$ cat config.mk
export PLATFORM = sky130hd
export DESIGN_NAME = sqvg_front
export DESIGN_NICKNAME = d
export VERILOG_FILES = /design/src/rtl/core/sqvg_pkg.sv /design/src/rtl/core/sqvg_front.sv
export SDC_FILE = /design/constraint.sdc
export NUM_CORES = 1
export LEC_CHECK = 0
export BUFFER_PORTS_ARGS = -buffer_cell sky130_fd_sc_hd__buf_2
export CAP_MARGIN = 20
export CORE_ASPECT_RATIO = 0.6
export CORE_UTILIZATION = 51
export DETAILED_ROUTE_END_ITERATION = 8
export PLACE_DENSITY = 0.76
export SLEW_MARGIN = 40
export SYNTH_ARGS = -nofsm -noshare
export SYNTH_HDL_FRONTEND = slang
export SYNTH_SLANG_ARGS = --single-unit
$ cat constraint.sdc
create_clock -name clock -period 1.7 [get_ports clock]
set_input_delay 0.17 -clock clock [delete_from_list [all_inputs] [get_ports clock]]
set_output_delay 0.17 -clock clock [all_outputs]
set_load 0.05 [all_outputs]
$ cat src/rtl/core/sqvg_pkg.sv
package sqvg_pkg;

   localparam int IDX_W    = 8;
   localparam int ISUM_W   = IDX_W + 1;
   localparam int RADIUS_W = 16;
   localparam int POS_W    = 17;
   localparam int NORM_W   = 16;
   localparam int SLOT_W   = 3;
   localparam int PROD_W   = 34;

   localparam int DEF_STACKS = 20;
   localparam int DEF_SLICES = 20;

   localparam logic [RADIUS_W-1:0] RADIUS_RESET = 16'd256;

   localparam int QUEUE_DEPTH = 2;

   localparam logic [SLOT_W-1:0] FIRST_SLOT = 3'd0;
   localparam logic [SLOT_W-1:0] LAST_SLOT  = 3'd5;

   // corner order 01, 02, 11, 02, 12, 11: bit k belongs to slot k
   localparam logic [5:0] CORNER_DLAT = 6'b110100;
   localparam logic [5:0] CORNER_DLON = 6'b011010;

   localparam longint PI_Q30  = 64'sd3373259426;
   localparam longint ONE_Q30 = 64'sd1073741824;

   localparam longint SIN_DIV [1:8] = '{6, 20, 42, 72, 110, 156, 210, 272};
   localparam longint COS_DIV [1:8] = '{2, 12, 30, 56, 90, 132, 182, 240};

   typedef struct packed {
      logic [IDX_W-1:0] stack_index;
      logic [IDX_W-1:0] slice_index;
      logic             index_error;
   } item_type;

   typedef struct packed {
      logic signed [NORM_W-1:0] sin_lat;
      logic signed [NORM_W-1:0] cos_lat;
      logic signed [NORM_W-1:0] sin_lon;
      logic signed [NORM_W-1:0] cos_lon;
   } trig_type;

   // Q30 Taylor series on a reduced angle, quadrant applied, rounded to Q1.15
   function automatic logic signed [NORM_W-1:0] sin_poly(input longint t,
                                                         input logic [1:0] quad);
      longint t2;
      longint term;
      longint s;
      longint c;
      longint v;
      longint m;
      logic   neg;
      t2   = (t * t) >>> 30;
      term = t;
      s    = t;
      for (int k = 1; k <= 8; k++) begin
         term = ((term * t2) >>> 30) / SIN_DIV[k];
         s    = (k % 2 == 1) ? s - term : s + term;
      end
      term = ONE_Q30;
      c    = ONE_Q30;
      for (int k = 1; k <= 8; k++) begin
         term = ((term * t2) >>> 30) / COS_DIV[k];
         c    = (k % 2 == 1) ? c - term : c + term;
      end
      case (quad)
         2'd0:    v = s;
         2'd1:    v = c;
         2'd2:    v = -s;
         default: v = -c;
      endcase
      neg = (v < 0);
      m   = neg ? -v : v;
      m   = (m + 64'sd16384) >>> 15;
      if (!neg && m > 64'sd32767) m = 64'sd32767;
      if (neg && m > 64'sd32768) m = 64'sd32768;
      return neg ? NORM_W'(-m) : NORM_W'(m);
   endfunction

   // round p / 2^15 to nearest, ties away from zero
   function automatic logic signed [PROD_W-1:0] round_q15(input logic signed [PROD_W-1:0] p);
      logic                     neg;
      logic signed [PROD_W-1:0] mag;
      neg = p[PROD_W-1];
      mag = neg ? -p : p;
      mag = (mag + PROD_W'(16384)) >>> 15;
      return neg ? -mag : mag;
   endfunction

endpackage

$ cat src/rtl/core/sqvg_front.sv
module sqvg_front #(
   parameter int STACKS = sqvg_pkg::DEF_STACKS,
   parameter int SLICES = sqvg_pkg::DEF_SLICES
) (
   input  logic                           clock,
   input  logic                           reset,
   input  logic                           req_valid,
   output logic                           req_ready,
   input  logic [sqvg_pkg::IDX_W-1:0]     req_stack_index,
   input  logic [sqvg_pkg::IDX_W-1:0]     req_slice_index,
   output logic                           head_valid,
   output sqvg_pkg::item_type             head,
   input  logic                           head_pop
);

   localparam int PTR_W = $clog2(sqvg_pkg::QUEUE_DEPTH);
   localparam int CNT_W = $clog2(sqvg_pkg::QUEUE_DEPTH + 1);

   sqvg_pkg::item_type entry_ff [sqvg_pkg::QUEUE_DEPTH];
   logic [PTR_W-1:0]   wr_ptr_ff, wr_ptr_in;
   logic [PTR_W-1:0]   rd_ptr_ff, rd_ptr_in;
   logic [CNT_W-1:0]   count_ff, count_in;
   sqvg_pkg::item_type item;
   logic               push;

   always_comb begin
      item.stack_index = req_stack_index;
      item.slice_index = req_slice_index;
      item.index_error =
         ({1'b0, req_stack_index} >= sqvg_pkg::ISUM_W'(STACKS)) ||
         ({1'b0, req_slice_index} >= sqvg_pkg::ISUM_W'(SLICES));
   end

   assign req_ready  = (count_ff != CNT_W'(sqvg_pkg::QUEUE_DEPTH));
   assign push       = req_valid && req_ready;
   assign head_valid = (count_ff != '0);
   assign head       = entry_ff[rd_ptr_ff];

   always_comb begin
      wr_ptr_in = wr_ptr_ff;
      rd_ptr_in = rd_ptr_ff;
      count_in  = count_ff;
      if (push) begin
         wr_ptr_in = (wr_ptr_ff == PTR_W'(sqvg_pkg::QUEUE_DEPTH - 1)) ? '0 : wr_ptr_ff + 1'b1;
      end
      if (head_pop) begin
         rd_ptr_in = (rd_ptr_ff == PTR_W'(sqvg_pkg::QUEUE_DEPTH - 1)) ? '0 : rd_ptr_ff + 1'b1;
      end
      if (push && !head_pop) begin
         count_in = count_ff + 1'b1;
      end else if (!push && head_pop) begin
         count_in = count_ff - 1'b1;
      end
   end

   always_ff @(posedge clock) begin
      if (reset) begin
         wr_ptr_ff <= '0;
         rd_ptr_ff <= '0;
         count_ff  <= '0;
      end else begin
         wr_ptr_ff <= wr_ptr_in;
         rd_ptr_ff <= rd_ptr_in;
         count_ff  <= count_in;
      end
   end

   always_ff @(posedge clock) begin
      if (push) begin
         entry_ff[wr_ptr_ff] <= item;
      end
   end

   assert property (@(posedge clock) disable iff (reset) head_pop |-> head_valid)
      else $error("queue popped while empty");

   assert property (@(posedge clock) disable iff (reset)
      count_ff <= CNT_W'(sqvg_pkg::QUEUE_DEPTH))
      else $error("queue count beyond depth");

endmodule

; Yosys cells after proc, flatten, opt, wreduce, memory -nomap -nowiden
; Memories as Yosys holds them, arrays and structs flattened. A register that Yosys moved wholly into a read port is not among the register bits.
; Cells that the tools add are included.
[classes]
n_lt_le_gt_ge = 2
mux = 8
n_reduce_logical = 8
add_sub_neg = 4
n_eq_ne = 1
[op_table]
columns = op, n
row1 = "8-bit by 5-bit >= comparator with 1-bit output, second input constant", 2
row2 = 1-bit two-way mux, 6
row3 = 2-bit two-way mux, 2
row4 = 2-bit nonzero test, 2
row5 = 1-bit logical AND, 3
row6 = "1-bit adder, second input constant", 2
row7 = "2-bit by 1-bit adder with 2-bit output, second input constant", 1
row8 = 1-bit logical NOT, 2
row9 = "2-bit != test, second input constant", 1
row10 = "2-bit by 1-bit subtractor with 2-bit output, second input constant", 1
row11 = 1-bit logical OR, 1
[totals]
out_inout_bits = 19
mem_bits_rw = 34
memories = 1
reg_bits = 4
elab_cells = 27
[mem_list]
columns = name, words, width, read_ports, rd_ports_with_merged_regs, write_ports, line
row1 = entry_ff, 2, 17, 1, 1, 1, sqvg_front.sv:19  ; sqvg_pkg::item_type entry_ff [sqvg_pkg::QUEUE_DEPTH];

; Longest topological paths before layout
[depth]
ltp_word = 6
depth_mapped = 6

; Worst setup path after synthesis
; Ideal clock, no wire load.
[synth_path]
path_kind = register -> register
start = register count_ff[0]
end = register count_ff[1]
setup_ps = 70
synth_period_minus_slack_ps = 1901
arrival_time_ps = 1831
t_required_ps = 1630
setup_slack_ps = -201
path_stages_with_launch = 6
path_cell_list = dfxtp_1 -> nand2b_1 -> and2_1 -> ha_1 -> or3_1 -> a21oi_1
[synth_between]
elab_chain_cells = 5
elab_cells_between_ends = 10
cone_classes = 2 x add/sub / 1 x eq/ne / 2 x mux / 5 x reduce/logical
[synth_lines]
columns = item, line
row1 = start: declaration, sqvg_front.sv:22  ; logic [CNT_W-1:0] count_ff, count_in;
row2 = start signal: assignment, sqvg_front.sv:64  ; count_ff <= count_in;
row3 = 2-bit != test *, sqvg_front.sv:34  ; assign req_ready = (count_ff != CNT_W'(sqvg_pkg::QUEUE_DEPTH));
row4 = net req_ready, sqvg_front.sv:8  ; output logic req_ready,
row5 = 1-bit logical AND *, sqvg_front.sv:35  ; assign push = req_valid && req_ready;
row6 = 1-bit logical NOT, sqvg_front.sv:51  ; end else if (!push && head_pop) begin
row7 = 1-bit logical AND, sqvg_front.sv:51
row8 = 2-bit nonzero test (no line), --
; Mark *: on every way through the listed nets, which the timed path passes. The rest lies on a longest branch. The select of a mux whose other input is x is not followed.
; A chain may end at the register's enable or synchronous reset.

; Worst setup path in the final report
[layout_path]
start = register count_ff[0]
end = register count_ff[1]
[layout_between]
elab_chain_cells = 5
elab_cells_between_ends = 10
cone_classes = 2 x add/sub / 1 x eq/ne / 2 x mux / 5 x reduce/logical
[layout_lines]
columns = item
row1 = branches (longest 5 deep; another with 2-bit by 1-bit subtractor with 2-bit output)
; Parallel ways; which one is timed is not known. The select of a mux whose other input is x is not followed.

==> impl_metrics.env <==
export IMPL_area_growth_syn_to_layout_pct=22.46
export IMPL_globalRoute_totalOverflow=0
export IMPL_diodes=0
export IMPL_most_common_library_cell_in_the_layout_ignoring_fill_and_taps="buf_2"
export IMPL_p_leak_uw=0.0007019
export IMPL_synthesis_yosys_warnings=0
export IMPL_max_cap_violations=0
export IMPL_die_height_um=43.68
export IMPL_clkTransAtPathRegs_ns=0.07
export IMPL_grt_util_all_layers_pct=17.77
export IMPL_worst_pin_slew_ns=0.2781
export IMPL_synth_cell_types=21
export IMPL_synthesis_area_sq_um=1476
export IMPL_critical_path_endpoint_type="register"
export IMPL_antenna_found_initial=0
export IMPL_avgSynthCellArea_sq_um=18.01
export IMPL_numClockSinks=39
export IMPL_timing_reg2reg_setup_slack_ns=0.14
export IMPL_area_sequential_sq_um=1121
export IMPL_place_detailed_hpwl_um=1702
export IMPL_cts_tree="yes"
export IMPL_drive_gt1_share_pct=36.92
export IMPL_row_count=14
export IMPL_postRouteWirelength_um=2456
export IMPL_avgRoutedWirePerCell_um=15.16
export IMPL_post_cts_resized=0
export IMPL_cts_post_setup_buffers_inserted=0
export IMPL_first_global_vias=858
export IMPL_worst_clock_skew_ns=0.003567
export IMPL_detail_route_antenna_nets=0
export IMPL_reg2regPathDepth=5
export IMPL_rr_endpoint="count_ff[1]"
export IMPL_layout_filler_cells=200
export IMPL_die_width_um=71.46
export IMPL_synth_ff_type="edfxtp_1"
export IMPL_post_route_period_util_pct=91.83
export IMPL_finalHoldViolations=0
export IMPL_holdBufCountCts=0
export IMPL_hold_path_class="in -> reg"
export IMPL_irDropWorstVdd_mv=0.7848
export IMPL_rsz0062_at_grt="no"
export IMPL_timing_worst_setup_path_type="reg -> reg"
export IMPL_numCtsBuffers=5
export IMPL_grt_pass1_wl_um=3746
export IMPL_timing_critical_path_required_ns=1.92
export IMPL_startpoint_kind_of_the_worst_setup_timing_path="register"
export IMPL_number_of_nets_in_the_layout=150
export IMPL_slew_limit_headroom_pct=81.29
export IMPL_multi_input_gate_area_in_the_final_layout_sq_um=339.1
export IMPL_vias=841
export IMPL_powerDensity_nw_per_um2=1292
export IMPL_synthArstFlopShare_pct=0
export IMPL_synth_edf_count=34
export IMPL_detail_route_vias_per_cell=5.191
export IMPL_fin_setup_tns_ns=0
export IMPL_synth_ff_latch_count=39
export IMPL_hold_path_endpoint="entry_ff[1][10]"
export IMPL_cts_htree_levels=2
export IMPL_post_route_drc_count=0
export IMPL_post_route_min_period_ns=1.561
export IMPL_timing_critical_path_arrival_ns=1.78
export IMPL_outcome="finished clean"
export IMPL_seq_area_frac_synth_pct=75.93
export IMPL_report_final_slew_viol_count=0
export IMPL_clock_tree_root_cell="clkbuf_8"
export IMPL_cell_count_after_synthesis=82
export IMPL_min_path_cells=1
export IMPL_dpl_worst_slack_ns=0.1560
export IMPL_clockBufferDepth=2
export IMPL_gp_congestion=0.8206
export IMPL_worstSkewPairLatency_ns=0.29
export IMPL_ios=39
export IMPL_core_area_sq_um=2628
export IMPL_layout_cells_most_common_list="38 x buf_2, 34 x edfxtp_1, 17 x mux2_1"
export IMPL_drt_initial_drc_count=39
export IMPL_synthesis_nets=103
export IMPL_critPathMaxFanout=5
export IMPL_grt_max_degree=18
export IMPL_achievable_frequency_mhz=640.6
export IMPL_buffer_ports_inserted=38
export IMPL_hold_path_startpoint="req_stack_index[1]"
export IMPL_rr_startpoint="count_ff[0]"
export IMPL_initial_core_util_pct=56.19
export IMPL_postLayoutSetupSlackWorst_ns=0.1389
export IMPL_drt_first_pass_iters=4
export IMPL_die_area_sq_um=3121
export IMPL_final_setup_viol_count=0
-- report_power, final --
part / total, uW / internal (uW) / leakage, uW / switching, uW
clock: 576 / 279 / 0.0000403 / 296
combinational: 576 / 162 / 0.000307 / 414
sequential: 1180 / 1150 / 0.000355 / 33.4
-- cells in the mapped netlist, drive strengths merged (2+ instances only) --
| cell type | n | area (sq um) |
|---|---|---|
| a21oi | 2 | 10.01 |
| buf | 2 | 16.26 |
| dfxtp | 5 | 100.1 |
| edfxtp | 34 | 1021 |
| inv | 2 | 7.510 |
| mux2 | 17 | 191.4 |
| nor2 | 4 | 15.01 |
| o21ai | 3 | 15.01 |
| xor2 | 2 | 17.52 |
-- worst max-delay path by stage --
| stage | startpoint | end |
|---|---|---|
| final | count_ff[0] | count_ff[1] |
| after global routing | count_ff[0] | count_ff[1] |
| after CTS | count_ff[0] | count_ff[1] |
| after detailed placement | count_ff[0] | count_ff[1] |
| after global placement | count_ff[0] | count_ff[1] |
| after floorplan | count_ff[0] | count_ff[1] |
-- per-layer routing --
metal	part of all wire (%)	track usage, %	vias up
met3	7.4	10.23	0
met2	49	29.14	29
met1	44	20.51	407
li1	-	-	405
met4	0	4.706	0
met5	0	0	-
-- metrics by stage --
stage / hold WS [ns] / area (sq um) / utilization [%] / total power, uW / instances
finish: 0.06753 / 1808 / 68.81 / 2336 / 162
global route: 0.05474 / 1808 / 68.81 / 2428 / 162
CTS: 0.06246 / 1808 / 68.81 / 2357 / 162
detailed placement: 0.3626 / 1728 / 65.76 / 1786 / 154
global placement: 0.3581 / 1728 / 65.76 / 1766 / 154
floorplan: 0.2391 / 1484 / - / 1633 / 82
-- flip-flops by register name, indices dropped and copies added, names as in the netlist, named ones only --
register / count
entry_ff: 34
rd_ptr_ff: 1
count_ff: 2
wr_ptr_ff: 1
-- cell type report --
type,count,area share (%)
inverter,2,0.4152
clock buffer,6,4.014
multi-input combinational,39,18.75
sequential,39,62.01
clock inverter,2,0.4152
timing repair buffer,42,12.18
tap,32,2.215
-- worst max-delay path, stage by stage (launching register included) --
cell	delay, ns
dfxtp_1	0.34
nand2b_4	0.17
and2_1	0.16
ha_1	0.31
or3_1	0.39
a21oi_1	0.13
-- kinds of logic after synthesis --
kind of cell | Yosys count | share of synthesized area [%]
fa+ha+maj | 1 | 0.8473
buf+inv | 4 | 1.610
mux | 17 | 12.97
xor+xnor | 3 | 1.780
compound gates | 6 | 2.373
flops | 39 | 75.93
simple gates | 12 | 4.493
No activity file was read; power rests on OpenSTA's default activity.
